<file path="config.mk">
export PLATFORM = sky130hd
export DESIGN_NAME = aes_ctrl
export DESIGN_NICKNAME = d
export VERILOG_FILES = /design/src/hw/rtl/aes_pkg.sv /design/src/hw/rtl/aes_ctrl.sv
export SDC_FILE = /design/constraint.sdc
export NUM_CORES = 1
export LEC_CHECK = 0
export BUFFER_PORTS_ARGS = -buffer_cell sky130_fd_sc_hd__buf_2
export CAP_MARGIN = 20
export CORE_AREA = 5 5 43 45
export DETAILED_ROUTE_END_ITERATION = 12
export DIE_AREA = 0 0 48 50
export HOLD_SLACK_MARGIN = 0.12
export MAX_ROUTING_LAYER = met4
export PLACE_DENSITY = 0.72
export RECOVER_POWER = 50
export SYNTH_ARGS = -nofsm -noshare
export SYNTH_HDL_FRONTEND = slang
export SYNTH_SLANG_ARGS = --single-unit
</file>
<file path="constraint.sdc">
create_clock -name i_clk -period 1.7 [get_ports i_clk]
set_clock_uncertainty 0.15 [all_clocks]
set_input_delay 0.425 -clock i_clk [delete_from_list [all_inputs] [get_ports i_clk]]
set_output_delay 0.425 -clock i_clk [all_outputs]
set_load 0.02 [all_outputs]
</file>
<file path="src/hw/rtl/aes_pkg.sv">
// Shared types, constants and round functions for the AES-128 block cipher.
// No dependencies; used by the controller, the datapath and the top level.
`default_nettype none
package aes_pkg;

    localparam int BLK_W   = 128;
    localparam int HALF_W  = 64;
    localparam int RND_N   = 10;
    localparam int RK_W    = 4;
    localparam logic ACT_ENC = 1'b0;
    localparam logic ACT_DEC = 1'b1;

    typedef struct packed {
        logic load;      // capture the input word and its action
        logic enc_rnd;   // substitution and row shift step (inverse when decrypting)
        logic dec_rnd;   // add round key step with its column mix
        logic last;      // first or final key slot (no column mix)
        logic kx_start;  // load the key schedule from the key registers
        logic kx_step;   // advance the key schedule one round
        logic [RK_W-1:0] rnd;
    } t_cmd;

    localparam logic [7:0] SBOX [256] = '{
        8'h63,8'h7C,8'h77,8'h7B,8'hF2,8'h6B,8'h6F,8'hC5,8'h30,8'h01,8'h67,8'h2B,8'hFE,8'hD7,8'hAB,8'h76,
        8'hCA,8'h82,8'hC9,8'h7D,8'hFA,8'h59,8'h47,8'hF0,8'hAD,8'hD4,8'hA2,8'hAF,8'h9C,8'hA4,8'h72,8'hC0,
        8'hB7,8'hFD,8'h93,8'h26,8'h36,8'h3F,8'hF7,8'hCC,8'h34,8'hA5,8'hE5,8'hF1,8'h71,8'hD8,8'h31,8'h15,
        8'h04,8'hC7,8'h23,8'hC3,8'h18,8'h96,8'h05,8'h9A,8'h07,8'h12,8'h80,8'hE2,8'hEB,8'h27,8'hB2,8'h75,
        8'h09,8'h83,8'h2C,8'h1A,8'h1B,8'h6E,8'h5A,8'hA0,8'h52,8'h3B,8'hD6,8'hB3,8'h29,8'hE3,8'h2F,8'h84,
        8'h53,8'hD1,8'h00,8'hED,8'h20,8'hFC,8'hB1,8'h5B,8'h6A,8'hCB,8'hBE,8'h39,8'h4A,8'h4C,8'h58,8'hCF,
        8'hD0,8'hEF,8'hAA,8'hFB,8'h43,8'h4D,8'h33,8'h85,8'h45,8'hF9,8'h02,8'h7F,8'h50,8'h3C,8'h9F,8'hA8,
        8'h51,8'hA3,8'h40,8'h8F,8'h92,8'h9D,8'h38,8'hF5,8'hBC,8'hB6,8'hDA,8'h21,8'h10,8'hFF,8'hF3,8'hD2,
        8'hCD,8'h0C,8'h13,8'hEC,8'h5F,8'h97,8'h44,8'h17,8'hC4,8'hA7,8'h7E,8'h3D,8'h64,8'h5D,8'h19,8'h73,
        8'h60,8'h81,8'h4F,8'hDC,8'h22,8'h2A,8'h90,8'h88,8'h46,8'hEE,8'hB8,8'h14,8'hDE,8'h5E,8'h0B,8'hDB,
        8'hE0,8'h32,8'h3A,8'h0A,8'h49,8'h06,8'h24,8'h5C,8'hC2,8'hD3,8'hAC,8'h62,8'h91,8'h95,8'hE4,8'h79,
        8'hE7,8'hC8,8'h37,8'h6D,8'h8D,8'hD5,8'h4E,8'hA9,8'h6C,8'h56,8'hF4,8'hEA,8'h65,8'h7A,8'hAE,8'h08,
        8'hBA,8'h78,8'h25,8'h2E,8'h1C,8'hA6,8'hB4,8'hC6,8'hE8,8'hDD,8'h74,8'h1F,8'h4B,8'hBD,8'h8B,8'h8A,
        8'h70,8'h3E,8'hB5,8'h66,8'h48,8'h03,8'hF6,8'h0E,8'h61,8'h35,8'h57,8'hB9,8'h86,8'hC1,8'h1D,8'h9E,
        8'hE1,8'hF8,8'h98,8'h11,8'h69,8'hD9,8'h8E,8'h94,8'h9B,8'h1E,8'h87,8'hE9,8'hCE,8'h55,8'h28,8'hDF,
        8'h8C,8'hA1,8'h89,8'h0D,8'hBF,8'hE6,8'h42,8'h68,8'h41,8'h99,8'h2D,8'h0F,8'hB0,8'h54,8'hBB,8'h16
    };

    localparam logic [7:0] ISBOX [256] = '{
        8'h52,8'h09,8'h6A,8'hD5,8'h30,8'h36,8'hA5,8'h38,8'hBF,8'h40,8'hA3,8'h9E,8'h81,8'hF3,8'hD7,8'hFB,
        8'h7C,8'hE3,8'h39,8'h82,8'h9B,8'h2F,8'hFF,8'h87,8'h34,8'h8E,8'h43,8'h44,8'hC4,8'hDE,8'hE9,8'hCB,
        8'h54,8'h7B,8'h94,8'h32,8'hA6,8'hC2,8'h23,8'h3D,8'hEE,8'h4C,8'h95,8'h0B,8'h42,8'hFA,8'hC3,8'h4E,
        8'h08,8'h2E,8'hA1,8'h66,8'h28,8'hD9,8'h24,8'hB2,8'h76,8'h5B,8'hA2,8'h49,8'h6D,8'h8B,8'hD1,8'h25,
        8'h72,8'hF8,8'hF6,8'h64,8'h86,8'h68,8'h98,8'h16,8'hD4,8'hA4,8'h5C,8'hCC,8'h5D,8'h65,8'hB6,8'h92,
        8'h6C,8'h70,8'h48,8'h50,8'hFD,8'hED,8'hB9,8'hDA,8'h5E,8'h15,8'h46,8'h57,8'hA7,8'h8D,8'h9D,8'h84,
        8'h90,8'hD8,8'hAB,8'h00,8'h8C,8'hBC,8'hD3,8'h0A,8'hF7,8'hE4,8'h58,8'h05,8'hB8,8'hB3,8'h45,8'h06,
        8'hD0,8'h2C,8'h1E,8'h8F,8'hCA,8'h3F,8'h0F,8'h02,8'hC1,8'hAF,8'hBD,8'h03,8'h01,8'h13,8'h8A,8'h6B,
        8'h3A,8'h91,8'h11,8'h41,8'h4F,8'h67,8'hDC,8'hEA,8'h97,8'hF2,8'hCF,8'hCE,8'hF0,8'hB4,8'hE6,8'h73,
        8'h96,8'hAC,8'h74,8'h22,8'hE7,8'hAD,8'h35,8'h85,8'hE2,8'hF9,8'h37,8'hE8,8'h1C,8'h75,8'hDF,8'h6E,
        8'h47,8'hF1,8'h1A,8'h71,8'h1D,8'h29,8'hC5,8'h89,8'h6F,8'hB7,8'h62,8'h0E,8'hAA,8'h18,8'hBE,8'h1B,
        8'hFC,8'h56,8'h3E,8'h4B,8'hC6,8'hD2,8'h79,8'h20,8'h9A,8'hDB,8'hC0,8'hFE,8'h78,8'hCD,8'h5A,8'hF4,
        8'h1F,8'hDD,8'hA8,8'h33,8'h88,8'h07,8'hC7,8'h31,8'hB1,8'h12,8'h10,8'h59,8'h27,8'h80,8'hEC,8'h5F,
        8'h60,8'h51,8'h7F,8'hA9,8'h19,8'hB5,8'h4A,8'h0D,8'h2D,8'hE5,8'h7A,8'h9F,8'h93,8'hC9,8'h9C,8'hEF,
        8'hA0,8'hE0,8'h3B,8'h4D,8'hAE,8'h2A,8'hF5,8'hB0,8'hC8,8'hEB,8'hBB,8'h3C,8'h83,8'h53,8'h99,8'h61,
        8'h17,8'h2B,8'h04,8'h7E,8'hBA,8'h77,8'hD6,8'h26,8'hE1,8'h69,8'h14,8'h63,8'h55,8'h21,8'h0C,8'h7D
    };

    // Byte n of a 128-bit word sits in bits [127-8n -: 8].
    function automatic logic [7:0] get_byte(input logic [BLK_W-1:0] w, input int n);
        return w[BLK_W-1-8*n -: 8];
    endfunction

    function automatic logic [7:0] xtime(input logic [7:0] x);
        return {x[6:0], 1'b0} ^ (x[7] ? 8'h1B : 8'h00);
    endfunction

    function automatic logic [BLK_W-1:0] sub_shift(input logic [BLK_W-1:0] s);
        logic [BLK_W-1:0] t;
        for (int r = 0; r < 4; r++) begin
            for (int c = 0; c < 4; c++) begin
                t[BLK_W-1-8*(r+4*c) -: 8] = SBOX[get_byte(s, r + 4*((c+r)%4))];
            end
        end
        return t;
    endfunction

    function automatic logic [BLK_W-1:0] inv_shift_sub(input logic [BLK_W-1:0] s);
        logic [BLK_W-1:0] t;
        for (int r = 0; r < 4; r++) begin
            for (int c = 0; c < 4; c++) begin
                t[BLK_W-1-8*(r+4*((c+r)%4)) -: 8] = ISBOX[get_byte(s, r + 4*c)];
            end
        end
        return t;
    endfunction

    function automatic logic [BLK_W-1:0] mix_cols(input logic [BLK_W-1:0] s);
        logic [BLK_W-1:0] t;
        logic [7:0] a0, a1, a2, a3;
        for (int c = 0; c < 4; c++) begin
            a0 = get_byte(s, 4*c);
            a1 = get_byte(s, 4*c+1);
            a2 = get_byte(s, 4*c+2);
            a3 = get_byte(s, 4*c+3);
            t[BLK_W-1-8*(4*c)   -: 8] = xtime(a0) ^ xtime(a1) ^ a1 ^ a2 ^ a3;
            t[BLK_W-1-8*(4*c+1) -: 8] = a0 ^ xtime(a1) ^ xtime(a2) ^ a2 ^ a3;
            t[BLK_W-1-8*(4*c+2) -: 8] = a0 ^ a1 ^ xtime(a2) ^ xtime(a3) ^ a3;
            t[BLK_W-1-8*(4*c+3) -: 8] = xtime(a0) ^ a0 ^ a1 ^ a2 ^ xtime(a3);
        end
        return t;
    endfunction

    // Inverse mix: pre-multiply by {04}x^2+{05} then apply the forward mix.
    function automatic logic [BLK_W-1:0] inv_mix_cols(input logic [BLK_W-1:0] s);
        logic [BLK_W-1:0] t;
        logic [7:0] a0, a1, a2, a3, u, v;
        for (int c = 0; c < 4; c++) begin
            a0 = get_byte(s, 4*c);
            a1 = get_byte(s, 4*c+1);
            a2 = get_byte(s, 4*c+2);
            a3 = get_byte(s, 4*c+3);
            u = xtime(xtime(a0 ^ a2));
            v = xtime(xtime(a1 ^ a3));
            t[BLK_W-1-8*(4*c)   -: 8] = a0 ^ u;
            t[BLK_W-1-8*(4*c+1) -: 8] = a1 ^ v;
            t[BLK_W-1-8*(4*c+2) -: 8] = a2 ^ u;
            t[BLK_W-1-8*(4*c+3) -: 8] = a3 ^ v;
        end
        return mix_cols(t);
    endfunction

    function automatic logic [BLK_W-1:0] key_next(input logic [BLK_W-1:0] k,
                                                  input logic [7:0] rc);
        logic [31:0] t, w0, w1, w2, w3;
        w0 = k[127:96];
        w1 = k[95:64];
        w2 = k[63:32];
        w3 = k[31:0];
        t = {SBOX[w3[23:16]] ^ rc, SBOX[w3[15:8]], SBOX[w3[7:0]], SBOX[w3[31:24]]};
        w0 = w0 ^ t;
        w1 = w1 ^ w0;
        w2 = w2 ^ w1;
        w3 = w3 ^ w2;
        return {w0, w1, w2, w3};
    endfunction

endpackage
`default_nettype wire

</file>
<file path="src/hw/rtl/aes_ctrl.sv">
// Controller: sequences key expansion and the rounds of one word.
// Depends on aes_pkg.
`default_nettype none
module aes_ctrl
    import aes_pkg::*;
(
    input  wire logic i_clk,
    input  wire logic i_rst_n,
    input  wire logic i_key_wr,
    input  wire logic i_in_valid,
    output logic      o_in_ready,
    output logic      o_out_valid,
    input  wire logic i_out_ready,
    output t_cmd      o_cmd
);
    typedef enum logic [2:0] {S_IDLE, S_KEXP, S_RD, S_ARK, S_SUB, S_DONE} t_state;
    t_state r_st;
    logic [RK_W-1:0] r_rnd;
    logic r_keys_ok;

    always_ff @(posedge i_clk) begin
        if (!i_rst_n) begin
            r_st      <= S_IDLE;
            r_rnd     <= '0;
            r_keys_ok <= 1'b0;
        end else begin
            if (i_key_wr) r_keys_ok <= 1'b0;
            case (r_st)
                S_IDLE: begin
                    if (i_in_valid) begin
                        r_st  <= (r_keys_ok && !i_key_wr) ? S_RD : S_KEXP;
                        r_rnd <= '0;
                    end
                end
                S_KEXP: begin
                    if (r_rnd == RK_W'(RND_N)) begin
                        r_keys_ok <= 1'b1;
                        r_st      <= S_RD;
                        r_rnd     <= '0;
                    end else begin
                        r_rnd <= r_rnd + 1'b1;
                    end
                end
                S_RD:  r_st <= S_ARK;
                S_ARK: r_st <= (r_rnd == RK_W'(RND_N)) ? S_DONE : S_SUB;
                S_SUB: begin
                    r_rnd <= r_rnd + 1'b1;
                    r_st  <= S_RD;
                end
                S_DONE: if (i_out_ready) r_st <= S_IDLE;
                default: r_st <= S_IDLE;
            endcase
        end
    end

    assign o_in_ready  = (r_st == S_IDLE);
    assign o_out_valid = (r_st == S_DONE);
    always_comb begin
        o_cmd          = '0;
        o_cmd.rnd      = r_rnd;
        o_cmd.load     = (r_st == S_IDLE) && i_in_valid;
        o_cmd.kx_start = (r_st == S_KEXP) && (r_rnd == '0);
        o_cmd.kx_step  = (r_st == S_KEXP) && (r_rnd != '0);
        o_cmd.enc_rnd  = (r_st == S_SUB);
        o_cmd.dec_rnd  = (r_st == S_ARK);
        o_cmd.last     = (r_rnd == '0) || (r_rnd == RK_W'(RND_N));
    end
endmodule
`default_nettype wire

</file>
==> out/metrics.yaml <==
synth:
  synthTopCellsByCount: "8 x dfxtp_1, 7 x inv_1, 5 x nand2_1"
  synth_cell_types: 36
  yosysMostFrequentCell: "dfxtp_1"
  yosys.area.top_type_share_pct: 24.2
  yosys-top-cells-area: "dfxtp_1 24%, ha_1 5.7%, a2111oi_4 4.2%"
  ys_warn_count: 0
  syn-cell-area_sq_um: 661
  yosysTopAreaCell: "dfxtp_1"
  async_reset_ff_share_pct: 0
  yosysSeqAreaShare_pct: 24.2
  synth_top_flop_cell: "dfxtp_1"
  ys_seq_elements: 8
  synthesis.nets: 86
  avgSynthCellArea_sq_um: 8.47
  synth_cells: 78
  synth_edf_count: 0
cells_and_area:
  stdcell_area_sq_um: 988
  drive_gt1_share_pct: 49.5
  instances_no_fill: 125
  fin_nets: 119
  fill_cells: 127
  syn2layout_area_growth_pct: 49.6
  antenna_cells: 0
clock_network:
  cts_tree: "built"
  h-tree-depth: 1
  cts_root_buffer: "clkbuf_4"
  cts_buffer_depth: 2
  numCtsBuffers: 3
  clock_sinks: 8
  insertion_delay_ns: 0.27
  path_clk_slew_ns: 0.06
sta:
  max_freq_mhz: 531
  worst_pin_slew_ns: 0.415
  setup_slack_ns: -0.182
  rsz0062_at_grt: "yes"
  slew_violations: 0
  fin_setup_tns_ns: -1.04
  hold_violations: 0
  period_share_pct: 111
  max-slew-margin-rel_pct: 72.0
  period_minus_slack_ns: 1.88
  setup_violations: 8
global_route:
  grtUsageTotal_pct: 17.0
  grt_pass1_wl_um: 2860
  antenna_found_initial: 0
  grt_pass1_vias: 655
  grt_max_degree: 20
  grt_overflow: 0
critical_path:
  crit_fanout: 3
  required_ns: 1.12
  startpoint_type: "flop"
  worstSetupPathType: "reg -> out"
  cp.arrival_ns: 1.31
  endpoint_kind: "output pin"
run:
  drv_cap: 0
floorplanning:
  rows: 14
  die_h_um: 50
  coreArea_sq_um: 1440
  boundaryPins: 17
  chipWidth_um: 48
  initial_core_util_pct: 46.0
  dieArea_sq_um: 2400
placement:
  dpl_cell_area_sq_um: 805
  dpl.hpwl_um: 1220
  place_inst: 112
  gp_congestion: 0.888
  dp_slack_ns: 0.0283
  portBuffers: 16
route:
  ant_nets: 0
  num_vias: 728
  drc: 0
  first_pass_iters: 4
  drt_iter0_markers: 15
  vias_per_cell: 5.82
  wirelength_um: 1890
  post_drt_wl_per_cell_um: 15.1
run_status:
  status: "finished, violations left"
  violations: "negative setup slack"
power:
  p_per_area_nw_per_um2: 1310
  leakage_nw: 0.398
  ir_drop_v: 0.000663
hold_path:
  hp-class: "in -> reg"
cell usage in the layout, fill, tap and decap left out, types with 2 or more instances in the layout:
| cell | count |
|---|---|
| a211oi_2 | 4 |
| a41o_1 | 2 |
| and2_1 | 2 |
| buf_2 | 7 |
| buf_4 | 17 |
| buf_6 | 6 |
| clkbuf_1 | 2 |
| clkbuf_4 | 3 |
| dfxtp_1 | 4 |
| dfxtp_2 | 4 |
| ha_4 | 2 |
| inv_1 | 6 |
| nand2_1 | 3 |
| nand2_2 | 2 |
| nand2b_1 | 4 |
| nand4_1 | 2 |
| nor2_1 | 4 |
| nor2b_1 | 3 |
| nor3_4 | 2 |
| o2111ai_1 | 2 |
| o21ai_0 | 3 |
| o31ai_1 | 2 |
final cells by class:
| cell class | instances | area [sq um] | share of cell area [%] |
|---|---|---|---|
| multi-input combinational | 59 | 514 | 52.0 |
| timing repair buffer | 32 | 238 | 24.1 |
| sequential | 8 | 165 | 16.7 |
| inverter | 7 | 28.8 | 2.91 |
| clock buffer | 3 | 22.5 | 2.28 |
| tap | 16 | 20.0 | 2.03 |
routing by layer:
layer | GRT usage [%] | wire length, um | vias up
met2 | 24.4 | 947 | 20
met3 | 4.36 | 101 | 5
li1 | - | - | 358
met1 | 22.1 | 793 | 345
met4 | 6.73 | 43 | 0
met5 | - | 0 | -
critical path, stage by stage, from the launching register on:
cell and delay [ns]:
dfxtp_1 0.31, or3b_4 0.43, a31oi_2 0.14, buf_4 0.16
stage by stage:
step / util, % / hold slack (ns) / total power [mW]
floorplan: - / 0.387 / 0.733
global placement: 56.0 / 0.417 / 0.864
detailed placement: 56.0 / 0.446 / 0.876
CTS: 63.1 / 0.262 / 1.17
global route: 68.8 / 0.274 / 1.38
finish: 68.8 / 0.269 / 1.29
state kept, by name (all words and copies together), names as in the netlist:
| name | cells |
|---|---|
| r_rnd | 4 |
| r_st | 3 |
| r_keys_ok | 1 |
where the power goes:
part | internal [mW] | total (mW) | leakage [nW] | switching (mW)
Combinational | 0.440 | 0.883 | 0.318 | 0.444
Sequential | 0.223 | 0.247 | 0.0667 | 0.0237
Clock | 0.0819 | 0.163 | 0.0138 | 0.0813
final timing paths:
check,slack (ns),from,cells past startpoint,endpoint
hold reg to reg,0.50,r_keys_ok,3,r_keys_ok
hold / removal,0.27,i_rst_n,2,r_keys_ok
setup / recovery,-0.18,r_st[1],3,o_cmd[4]
setup reg to reg,0.02,r_rnd[0],7,r_rnd[1]
cell families (layout without fill, tap and decap cells):
logic type                 after synthesis  in the layout  share of synthesized area (%)
adders and majority gates                3              3                           5.68
and+or+nand+nor                         34             34                           31.3
AOI/OAI and AO/OA                       22             22                           29.5
buffers and inverters                   11             42                           9.28
DFF                                      8              8                           24.2
repair_timing:
item,CTS,global route
setup buffers,5,6
pin swaps,3,6
setup endpoints to repair,8,12
hold buffers,0,0
cloned,0,0
resized for setup,17,10
Power figures use the tool's default switching activity.
